File: src/rtl/edc_pkg.sv
// shared constants, types and tables for the epoch day date codec
`default_nettype none

package edc_pkg;

  // register stages in front of the output register
  localparam int NUM_STG = 9;

  typedef logic [NUM_STG:1] stage_vec_t;

  // absolute day number of 2009-10-31 on the march-based calendar
  localparam logic [32:0] EPOCH_ABS = 33'd734016;

  // ceil(2^31 / 100): product >> 31 is an exact quotient by 100 below 41 million
  localparam logic [24:0] RECIP_100 = 25'd21474837;

  // day offset of a march-based month, (m * 306 + 5) / 10
  function automatic logic [8:0] month_offset(input logic [3:0] mi);
    logic [8:0] off;
    case (mi)
      4'd0:    off = 9'd0;
      4'd1:    off = 9'd31;
      4'd2:    off = 9'd61;
      4'd3:    off = 9'd92;
      4'd4:    off = 9'd122;
      4'd5:    off = 9'd153;
      4'd6:    off = 9'd184;
      4'd7:    off = 9'd214;
      4'd8:    off = 9'd245;
      4'd9:    off = 9'd275;
      4'd10:   off = 9'd306;
      4'd11:   off = 9'd337;
      default: off = 9'd0;
    endcase
    return off;
  endfunction

endpackage

`default_nettype wire

File: src/rtl/edc_if.sv
// request and response channel interfaces of the epoch day date codec
`default_nettype none

interface edc_req_if;
  logic        valid;
  logic        ready;
  logic [1:0]  func;
  logic [13:0] year;
  logic [3:0]  month;
  logic [4:0]  day;
  logic [31:0] day_count;
  logic [15:0] header_word;
  logic [31:0] extended_days;

  modport source (
    output valid, func, year, month, day, day_count, header_word, extended_days,
    input  ready
  );
  modport sink (
    input  valid, func, year, month, day, day_count, header_word, extended_days,
    output ready
  );
endinterface

interface edc_rsp_if;
  logic        valid;
  logic        ready;
  logic [31:0] days;
  logic [23:0] out_year;
  logic [3:0]  out_month;
  logic [4:0]  out_day;
  logic        is_date;
  logic [6:0]  legacy_version;

  modport source (
    output valid, days, out_year, out_month, out_day, is_date, legacy_version,
    input  ready
  );
  modport sink (
    input  valid, days, out_year, out_month, out_day, is_date, legacy_version,
    output ready
  );
endinterface

`default_nettype wire

File: src/rtl/edc_encode.sv
// date to day count datapath, three working stages and an alignment delay line
`default_nettype none

module edc_encode import edc_pkg::*; (
  input  logic        clk,
  input  stage_vec_t  en,
  input  logic [13:0] year,
  input  logic [3:0]  month,
  input  logic [4:0]  day,
  output logic [23:0] days
);

  localparam int WORK_STG = 3;
  localparam logic [23:0] ENC_BIAS = 24'(EPOCH_ABS + 33'd1);

  // stage 1: march-based month and year
  logic [4:0]  m9;
  logic [3:0]  mm;
  logic        dec;
  logic [13:0] s1_yy;
  logic [9:0]  s1_md;
  logic        s1_neg;

  always_comb begin
    m9 = 5'(month) + 5'd9;
    if (m9 >= 5'd24) begin
      mm = 4'(m9 - 5'd24);
    end else if (m9 >= 5'd12) begin
      mm = 4'(m9 - 5'd12);
    end else begin
      mm = 4'(m9);
    end
    dec = (mm >= 4'd10);
  end

  always_ff @(posedge clk) begin
    if (en[1]) begin
      s1_yy  <= year - 14'(dec);
      s1_neg <= dec && (year == 14'd0);
      // day minus one is folded into the bias
      s1_md  <= 10'(month_offset(mm)) + 10'(day);
    end
  end

  // stage 2: products
  logic [38:0] s2_p100;
  logic [22:0] s2_y365;
  logic [13:0] s2_yy;
  logic [9:0]  s2_md;
  logic        s2_neg;

  always_ff @(posedge clk) begin
    if (en[2]) begin
      s2_p100 <= 39'(s1_yy) * 39'(RECIP_100);
      s2_y365 <= 23'(s1_yy) * 23'd365;
      s2_yy   <= s1_yy;
      s2_md   <= s1_md;
      s2_neg  <= s1_neg;
    end
  end

  // stage 3: day number and offset from the epoch, floored at zero
  logic [7:0]  q100;
  logic [23:0] sum;
  logic [23:0] dly [WORK_STG:NUM_STG];

  always_comb begin
    q100 = s2_p100[38:31];
    sum  = 24'(s2_y365) + 24'(s2_yy[13:2]) - 24'(q100) + 24'(q100[7:2]) + 24'(s2_md);
  end

  always_ff @(posedge clk) begin
    if (en[WORK_STG]) begin
      dly[WORK_STG] <= (s2_neg || sum < ENC_BIAS) ? 24'd0 : sum - ENC_BIAS;
    end
    for (int k = WORK_STG + 1; k <= NUM_STG; k++) begin
      if (en[k]) begin
        dly[k] <= dly[k-1];
      end
    end
  end

  assign days = dly[NUM_STG];

endmodule

`default_nettype wire

File: src/rtl/edc_decode.sv
// day count to date datapath, nine register stages
`default_nettype none

module edc_decode import edc_pkg::*; (
  input  logic        clk,
  input  stage_vec_t  en,
  input  logic [31:0] cnt,
  output logic [23:0] yr,
  output logic [3:0]  mon,
  output logic [4:0]  dom
);

  localparam logic [45:0] YR_DIV   = 46'd3652425;
  localparam logic [13:0] YR_SCALE = 14'd10000;
  localparam logic [45:0] YR_BIAS  = 46'd14780;
  // floor(2^48 / divisor), applied to the numerator shifted down by 16
  localparam logic [26:0] YR_RECIP = 27'((64'd1 << 48) / 64'(YR_DIV));

  // march-based month index of a day within the year
  function automatic logic [3:0] month_index(input logic [8:0] r);
    logic [15:0] t;
    logic [3:0]  mi;
    t  = 16'(r) * 16'd100 + 16'd52;
    mi = 4'd0;
    for (int k = 1; k <= 11; k++) begin
      if (t >= 16'(3060 * k)) begin
        mi = 4'(k);
      end
    end
    return mi;
  endfunction

  logic [32:0] s1_n;
  logic [45:0] s2_num;
  logic [32:0] s2_n;
  logic [55:0] s3_est;
  logic [45:0] s3_num;
  logic [32:0] s3_n;
  logic [23:0] s4_q0;
  logic [45:0] s4_prod;
  logic [45:0] s4_num;
  logic [32:0] s4_n;
  logic [23:0] s5_y;
  logic [32:0] s5_n;
  logic [48:0] s6_p100;
  logic [32:0] s6_y365;
  logic [23:0] s6_y;
  logic [32:0] s6_n;
  logic [32:0] s7_base;
  logic        s7_leap;
  logic [23:0] s7_y;
  logic [32:0] s7_n;
  logic [8:0]  s8_r;
  logic [23:0] s8_y;

  logic [45:0] rem;
  logic [16:0] q100;
  logic        div100;
  logic [33:0] diff;
  logic        neg;
  logic [3:0]  mi;

  always_comb begin
    rem    = s4_num - s4_prod;
    q100   = s6_p100[47:31];
    // low product bits stay below 2^24 exactly when the year is a multiple of 100
    div100 = (s6_p100[30:24] == 7'd0);
    diff   = {1'b0, s7_n} - {1'b0, s7_base};
    neg    = diff[33];
    mi     = month_index(s8_r);
  end

  always_ff @(posedge clk) begin
    // absolute day number
    if (en[1]) begin
      s1_n <= EPOCH_ABS + 33'(cnt);
    end
    // year estimate numerator
    if (en[2]) begin
      s2_num <= 46'(s1_n) * 46'(YR_SCALE) + YR_BIAS;
      s2_n   <= s1_n;
    end
    // reciprocal product, quotient low by at most one
    if (en[3]) begin
      s3_est <= 56'(s2_num[45:16]) * 56'(YR_RECIP);
      s3_num <= s2_num;
      s3_n   <= s2_n;
    end
    if (en[4]) begin
      s4_q0   <= s3_est[55:32];
      s4_prod <= 46'(s3_est[55:32]) * YR_DIV;
      s4_num  <= s3_num;
      s4_n    <= s3_n;
    end
    // quotient correction
    if (en[5]) begin
      s5_y <= s4_q0 + 24'(rem >= YR_DIV);
      s5_n <= s4_n;
    end
    if (en[6]) begin
      s6_p100 <= 49'(s5_y) * 49'(RECIP_100);
      s6_y365 <= 33'(s5_y) * 33'd365;
      s6_y    <= s5_y;
      s6_n    <= s5_n;
    end
    // day number of the year start and leap flag
    if (en[7]) begin
      s7_base <= s6_y365 + 33'(s6_y[23:2]) - 33'(q100) + 33'(q100[16:2]);
      s7_leap <= ((s6_y[1:0] == 2'd0) && !div100) || (div100 && q100[1:0] == 2'd0);
      s7_y    <= s6_y;
      s7_n    <= s6_n;
    end
    // step back one year when the estimate overshoots
    if (en[8]) begin
      s8_r <= neg ? diff[8:0] + 9'd365 + 9'(s7_leap) : diff[8:0];
      s8_y <= s7_y - 24'(neg);
    end
    if (en[9]) begin
      yr  <= s8_y + 24'(mi >= 4'd10);
      mon <= (mi < 4'd10) ? mi + 4'd3 : mi - 4'd9;
      dom <= 5'(s8_r - month_offset(mi) + 9'd1);
    end
  end

endmodule

`default_nettype wire

File: src/rtl/epoch_day_date_codec.sv
// top level of the epoch day date codec: handshake, stage control and result select
`default_nettype none

// Converts between Gregorian dates and a day count from the epoch 2009-10-31.
// func 0 encodes year, month and day to days since the epoch (0 for dates
// before it); func 1 decodes day_count to a date; func 2 reads the low 12
// bits of header_word: above 0x50 it is a date (value minus 0x50, or
// extended_days at 0xfff) with the year clamped to 2009..9999, otherwise
// is_date is 0 and legacy_version carries the value. func 3 gives an all-zero
// result, and fields an operation does not produce are 0. Every request beat
// gives exactly one response beat, in order. The block takes one beat per
// cycle while back-pressure has not filled it. Nine datapath stages, set by
// the decode chain (day count times 10000, reciprocal multiply for the year
// estimate, quotient correction, year start day number, leap step-back,
// month split), are followed by the output register. Each stage advances
// when it is empty or its successor advances, so bubbles close up under
// back-pressure and ready drops only when all ten stages hold results.
// The 14-bit year range fits the 24-bit day count of the encoder.

module epoch_day_date_codec import edc_pkg::*; (
  input  logic         clk,
  input  logic         rst,
  edc_req_if.sink      req,
  edc_rsp_if.source    rsp
);

  typedef enum logic [1:0] {
    FUNC_ENCODE = 2'd0,
    FUNC_DECODE = 2'd1,
    FUNC_HEADER = 2'd2
  } func_t;

  typedef struct packed {
    func_t      func;
    logic       hdr_date;
    logic [6:0] legacy;
  } ctl_t;

  localparam logic [11:0] HDR_LEGACY_MAX = 12'h050;
  localparam logic [11:0] HDR_EXTENDED   = 12'hfff;
  localparam logic [23:0] YEAR_MIN       = 24'd2009;
  localparam logic [23:0] YEAR_MAX       = 24'd9999;

  // stage control
  stage_vec_t vld;
  stage_vec_t vld_in;
  stage_vec_t en;
  logic       en_out;
  logic       rsp_valid;

  always_comb begin
    en_out       = !rsp_valid || rsp.ready;
    en[NUM_STG]  = !vld[NUM_STG] || en_out;
    for (int k = NUM_STG - 1; k >= 1; k--) begin
      en[k] = !vld[k] || en[k+1];
    end
  end

  assign vld_in    = {vld[NUM_STG-1:1], req.valid};
  assign req.ready = en[1];

  always_ff @(posedge clk) begin
    if (rst) begin
      vld       <= '0;
      rsp_valid <= 1'b0;
    end else begin
      vld <= (en & vld_in) | (~en & vld);
      if (en_out) begin
        rsp_valid <= vld[NUM_STG];
      end
    end
  end

  // request decode: pick the day count that feeds the shared decoder
  logic [11:0] hv;
  logic [31:0] cnt;
  ctl_t        ctl_in;

  always_comb begin
    hv              = req.header_word[11:0];
    ctl_in.func     = func_t'(req.func);
    ctl_in.hdr_date = (hv > HDR_LEGACY_MAX);
    ctl_in.legacy   = hv[6:0];
    if (ctl_in.func == FUNC_DECODE) begin
      cnt = req.day_count;
    end else if (hv == HDR_EXTENDED) begin
      cnt = req.extended_days;
    end else begin
      cnt = 32'(hv - HDR_LEGACY_MAX);
    end
  end

  // operation tags travel alongside the datapath
  ctl_t ctl [1:NUM_STG];

  always_ff @(posedge clk) begin
    if (en[1]) begin
      ctl[1] <= ctl_in;
    end
    for (int k = 2; k <= NUM_STG; k++) begin
      if (en[k]) begin
        ctl[k] <= ctl[k-1];
      end
    end
  end

  // datapaths
  logic [23:0] enc_days;
  logic [23:0] dec_yr;
  logic [3:0]  dec_mon;
  logic [4:0]  dec_dom;

  edc_encode u_encode (
    .clk   (clk),
    .en    (en),
    .year  (req.year),
    .month (req.month),
    .day   (req.day),
    .days  (enc_days)
  );

  edc_decode u_decode (
    .clk (clk),
    .en  (en),
    .cnt (cnt),
    .yr  (dec_yr),
    .mon (dec_mon),
    .dom (dec_dom)
  );

  // result select and clamping
  ctl_t        c;
  logic [31:0] days_next;
  logic [23:0] year_next;
  logic [3:0]  month_next;
  logic [4:0]  day_next;
  logic        is_date_next;
  logic [6:0]  legacy_next;

  always_comb begin
    c            = ctl[NUM_STG];
    days_next    = 32'd0;
    year_next    = 24'd0;
    month_next   = 4'd0;
    day_next     = 5'd0;
    is_date_next = 1'b0;
    legacy_next  = 7'd0;
    case (c.func)
      FUNC_ENCODE: begin
        days_next = 32'(enc_days);
      end
      FUNC_DECODE: begin
        year_next  = dec_yr;
        month_next = dec_mon;
        day_next   = dec_dom;
      end
      FUNC_HEADER: begin
        if (c.hdr_date) begin
          if (dec_yr < YEAR_MIN) begin
            year_next = YEAR_MIN;
          end else if (dec_yr > YEAR_MAX) begin
            year_next = YEAR_MAX;
          end else begin
            year_next = dec_yr;
          end
          if (dec_mon == 4'd0) begin
            month_next = 4'd1;
          end else if (dec_mon > 4'd12) begin
            month_next = 4'd12;
          end else begin
            month_next = dec_mon;
          end
          day_next     = (dec_dom == 5'd0) ? 5'd1 : dec_dom;
          is_date_next = 1'b1;
        end else begin
          legacy_next = c.legacy;
        end
      end
      default: begin
        days_next = 32'd0;
      end
    endcase
  end

  // output register
  logic [31:0] res_days;
  logic [23:0] res_year;
  logic [3:0]  res_month;
  logic [4:0]  res_day;
  logic        res_is_date;
  logic [6:0]  res_legacy;

  always_ff @(posedge clk) begin
    if (en_out) begin
      res_days    <= days_next;
      res_year    <= year_next;
      res_month   <= month_next;
      res_day     <= day_next;
      res_is_date <= is_date_next;
      res_legacy  <= legacy_next;
    end
  end

  assign rsp.valid          = rsp_valid;
  assign rsp.days           = res_days;
  assign rsp.out_year       = res_year;
  assign rsp.out_month      = res_month;
  assign rsp.out_day        = res_day;
  assign rsp.is_date        = res_is_date;
  assign rsp.legacy_version = res_legacy;

endmodule

`default_nettype wire
File: src/flat_wrapper.sv
// flat-port wrapper written by rule: the top's interface ports become plain ports
module epoch_day_date_codec_flat import edc_pkg::*;
  (clk, rst, req_valid, req_func, req_year, req_month, req_day, req_day_count, req_header_word, req_extended_days, req_ready, rsp_valid, rsp_days, rsp_out_year, rsp_out_month, rsp_out_day, rsp_is_date, rsp_legacy_version, rsp_ready);
  edc_req_if req_i ();
  edc_rsp_if rsp_i ();
  input  logic clk;
  input  logic rst;
  input wire logic [$bits(req_i.valid)-1:0] req_valid;
  input wire logic [$bits(req_i.func)-1:0] req_func;
  input wire logic [$bits(req_i.year)-1:0] req_year;
  input wire logic [$bits(req_i.month)-1:0] req_month;
  input wire logic [$bits(req_i.day)-1:0] req_day;
  input wire logic [$bits(req_i.day_count)-1:0] req_day_count;
  input wire logic [$bits(req_i.header_word)-1:0] req_header_word;
  input wire logic [$bits(req_i.extended_days)-1:0] req_extended_days;
  output wire logic [$bits(req_i.ready)-1:0] req_ready;
  output wire logic [$bits(rsp_i.valid)-1:0] rsp_valid;
  output wire logic [$bits(rsp_i.days)-1:0] rsp_days;
  output wire logic [$bits(rsp_i.out_year)-1:0] rsp_out_year;
  output wire logic [$bits(rsp_i.out_month)-1:0] rsp_out_month;
  output wire logic [$bits(rsp_i.out_day)-1:0] rsp_out_day;
  output wire logic [$bits(rsp_i.is_date)-1:0] rsp_is_date;
  output wire logic [$bits(rsp_i.legacy_version)-1:0] rsp_legacy_version;
  input wire logic [$bits(rsp_i.ready)-1:0] rsp_ready;
  assign req_i.valid = req_valid;
  assign req_i.func = req_func;
  assign req_i.year = req_year;
  assign req_i.month = req_month;
  assign req_i.day = req_day;
  assign req_i.day_count = req_day_count;
  assign req_i.header_word = req_header_word;
  assign req_i.extended_days = req_extended_days;
  assign req_ready = req_i.ready;
  assign rsp_valid = rsp_i.valid;
  assign rsp_days = rsp_i.days;
  assign rsp_out_year = rsp_i.out_year;
  assign rsp_out_month = rsp_i.out_month;
  assign rsp_out_day = rsp_i.out_day;
  assign rsp_is_date = rsp_i.is_date;
  assign rsp_legacy_version = rsp_i.legacy_version;
  assign rsp_i.ready = rsp_ready;
  epoch_day_date_codec u_core (.clk(clk), .rst(rst), .req(req_i), .rsp(rsp_i));
endmodule
File: config.mk
export PLATFORM = sky130hd
export DESIGN_NAME = epoch_day_date_codec_flat
export DESIGN_NICKNAME = d
export VERILOG_FILES = /design/src/rtl/edc_pkg.sv /design/src/rtl/edc_if.sv /design/src/rtl/edc_encode.sv /design/src/rtl/edc_decode.sv /design/src/rtl/epoch_day_date_codec.sv /design/src/flat_wrapper.sv
export SDC_FILE = /design/constraint.sdc
export NUM_CORES = 2
export LEC_CHECK = 0
export BUFFER_PORTS_ARGS = -buffer_cell sky130_fd_sc_hd__buf_4
export CAP_MARGIN = 40
export CORE_MARGIN = 3
export CORE_UTILIZATION = 62
export DETAILED_ROUTE_END_ITERATION = 7
export PLACE_DENSITY = 0.81
export SYNTH_ARGS = -nofsm -noshare
export SYNTH_HDL_FRONTEND = slang
export SYNTH_SLANG_ARGS = --single-unit
File: constraint.sdc
create_clock -name clk -period 9.8 [get_ports clk]
set_input_delay 0.49 -clock clk [delete_from_list [all_inputs] [get_ports clk]]
set_output_delay 0.49 -clock clk [all_outputs]
set_load 0.02 [all_outputs]
==> flow_summary.ini <==
[detailed_routing]
ant_nets = 0
drtPass1Iterations = 7
drtIter0Drc = 3920
met2_length_um = 107000
viasPerCell = 5.63
wl_um = 210000
top_layer = met4
routedWlPerCell_um = 19.4
dr_wl_met3_um = 9570
wl_met1_um = 84100
vias = 60946
remaining_drc_errors = 0

[clock_network]
insertion_delay_ns = 0.79
tritoncts = built
clk_path_buf_depth = 3
cts_buffers = 105
cts_resized = 0
h-tree-depth = 3
clockRootBuffer = clkbuf_16
clk_pin_slew_ns = 0.06
clock_sinks = 1087

[global_routing]
grt_pass1_vias = 66065
grt_overflow = 0
antenna_found_initial = 0
track_usage_pct = 26.8
grt_pass1_wl_um = 343000
grt_max_degree = 71

[worst_setup_path]
critPathTopFamily = adder cells
end_kind = register
critPathRequiredTime_ns = 10.33
cp.arrival_ns = 8.79
cp-start-kind = register
path_buf_inv = 5
crit_fanout = 9
path_cells = ha_1 -> inv_1 -> fa_1 -> fa_1 -> inv_1 -> fa_1 -> inv_1 -> fa_1 -> inv_1 -> fa_1 -> fa_1 -> ha_1 -> o21a_1 -> o2111ai_1 -> o311ai_0 -> buf_1 -> o41ai_1 -> a31oi_1 -> o21a_1 -> a21oi_1 -> o21ai_0 -> or2_2 -> a21oi_1 -> xnor2_1
cpMostUsedCell = fa_1
critical_path_class = reg2reg
cp.depth = 24
ff2ff_path_depth = 24
cpMaxStageDelayCell = edfxtp_1
critPathMaxStageDelay_ns = 0.71

[floorplanning]
io_pins = 184
start_util_pct = 62.8
row_count = 144
die_w_um = 402
coreArea_sq_um = 155000
die-area_sq_um = 162000
die_h_um = 402

[timing]
hold_viol = 0
relSlewSlack_pct = 34.9
fmax_mhz = 121
setup_tns_ns = 0
min_period_ns = 8.25
clock-skew-final_ns = 0.102
slew_viol_final = 0
tightest_slew_ns = 0.964
setup_viol = 0
rsz0062_at_grt = no
fin_crit_sh_pct = 84.2

[layout]
finalNetCount = 11376
final_layout_size_suffix_gt1_share_pct = 5.05
syn_to_final_growth_pct = 8.27
final_cell_mix = inv_1, ha_1, fa_1
diodes = 0
fillers = 10686
layout_commonest_cell = inv_1

[hold_path]
hold_path_class = in2reg
holdPathStages = 2

[synth]
ys_seq_elements = 1087
avgSynthCellArea_sq_um = 11.6
async_flop_share_pct = 0
synth_cell_types = 84
syn_area_sq_um = 97400
yosysSeqAreaShare_pct = 33.4
netlist_instances = 8423
synth_edf_count = 1077
synth_ff_type = edfxtp_1
synth_warnings = 0

[job]
max-cap-violations = 0

[placed_design]
place_congestion = 0.945
dp_hpwl_um = 168000
io_buffers = 171

[run_status]
status = finished clean
logic make-up (layout without fill, tap and decap cells):
family | after synthesis | after routing | share of synthesized area (%)
AO/OA/AOI/OAI | 1003 | 1003 | 6.60
other | 1 | 9 | 0.00385
flip-flops | 1087 | 1087 | 33.4
multiplexers | 15 | 15 | 0.162
adder cells (fa/ha/maj) | 2563 | 2563 | 41.7
AND/OR/NAND/NOR | 1150 | 1150 | 5.84
XOR/XNOR | 427 | 427 | 3.84
buffers and inverters | 2177 | 2534 | 8.43
sequential cells by signal (all words and copies together), names as in the netlist, 30 cells and up, named ones only:
name and cells:
u_core.u_encode.dly 168, u_core.ctl 90, u_core.u_decode.s4_prod 43, u_core.u_decode.s2_num 42
u_core.u_decode.s4_num 42, u_core.u_decode.s3_num 41, u_core.u_decode.s1_n 33, u_core.u_decode.s2_n 33
u_core.u_decode.s3_n 33, u_core.u_decode.s4_n 33, u_core.u_decode.s5_n 33, u_core.u_decode.s6_n 33
u_core.u_decode.s7_base 33, u_core.u_decode.s7_n 33, u_core.u_decode.s6_y365 30
repair_timing:
action                                 in CTS  in global routing
endpoints found under the hold margin      20                  0
hold buffers                               13                  0
setup buffers                               0                  0
per-stage QoR:
step                setup WS, ns  util, %  cells  hold WS [ns]  cell area (sq um)
global route               0.995     68.0  10832        0.0293             105000
floorplan                  0.710        -   8431         0.400              97400
detailed placement          1.52     65.6  10629         0.405             102000
finish                      1.55     68.0  10832        0.0494             105000
CTS                         1.54     68.0  10832      0.000736             105000
global placement            1.48     65.3  10611         0.400             101000
cells in the mapped netlist (all sizes together), types with 27 or more instances:
cell type / number / share of area, %
and3: 41 / 0.26
a31oi: 37 / 0.24
o21bai: 31 / 0.24
nand4: 53 / 0.34
nor2: 326 / 1.3
xor2: 145 / 1.3
a21o: 134 / 1.0
inv: 2118 / 8.2
a211oi: 37 / 0.29
nor3: 108 / 0.57
nor2b: 49 / 0.31
or3: 29 / 0.20
o21a: 54 / 0.42
fa: 1136 / 23
nand3: 97 / 0.50
or2: 27 / 0.18
xnor2: 282 / 2.5
ha: 1426 / 18
and2: 80 / 0.51
o21ai: 213 / 1.1
nand2b: 48 / 0.31
nand2: 224 / 0.86
edfxtp: 1077 / 33
clkbuf: 46 / 0.18
a21oi: 288 / 1.5
metal layers:
metal  vias to the layer above  GRT usage, %
met5                         -             0
met1                     30404          33.7
met2                      1711          47.4
met4                         0          10.4
met3                       555          3.10
li1                      28276             -
path summary, 6_finish.rpt:
kind	start	to	slack, ns
min	req_day[0]	u_core.u_encode.s1_md[0]$_DFFE_PN_	0.05
max	u_core.u_decode.s5_y[6]$_DFFE_PP_	u_core.u_decode.s6_p100[46]$_DFFE_PP_	1.55
min reg2reg	u_core.ctl[0][16]$_DFFE_PN_	u_core.ctl[0][26]$_DFFE_PN_	0.34
max reg2reg	u_core.u_decode.s5_y[6]$_DFFE_PP_	u_core.u_decode.s6_p100[46]$_DFFE_PP_	1.55
layout make-up:
type	instances	area (sq um)	share of cell area, %
Clock inverter	68	967	0.918
Tap cell	2044	2560	2.43
Clock buffer	122	2740	2.60
Timing Repair Buffer	226	1930	1.84
Inverter	2118	7960	7.55
Multi-Input combinational cell	5167	56700	53.8
Sequential cell	1087	32500	30.9
Power is not shown: default switching activity piles up to over one toggle a cycle in this logic, so the estimate is an artifact.
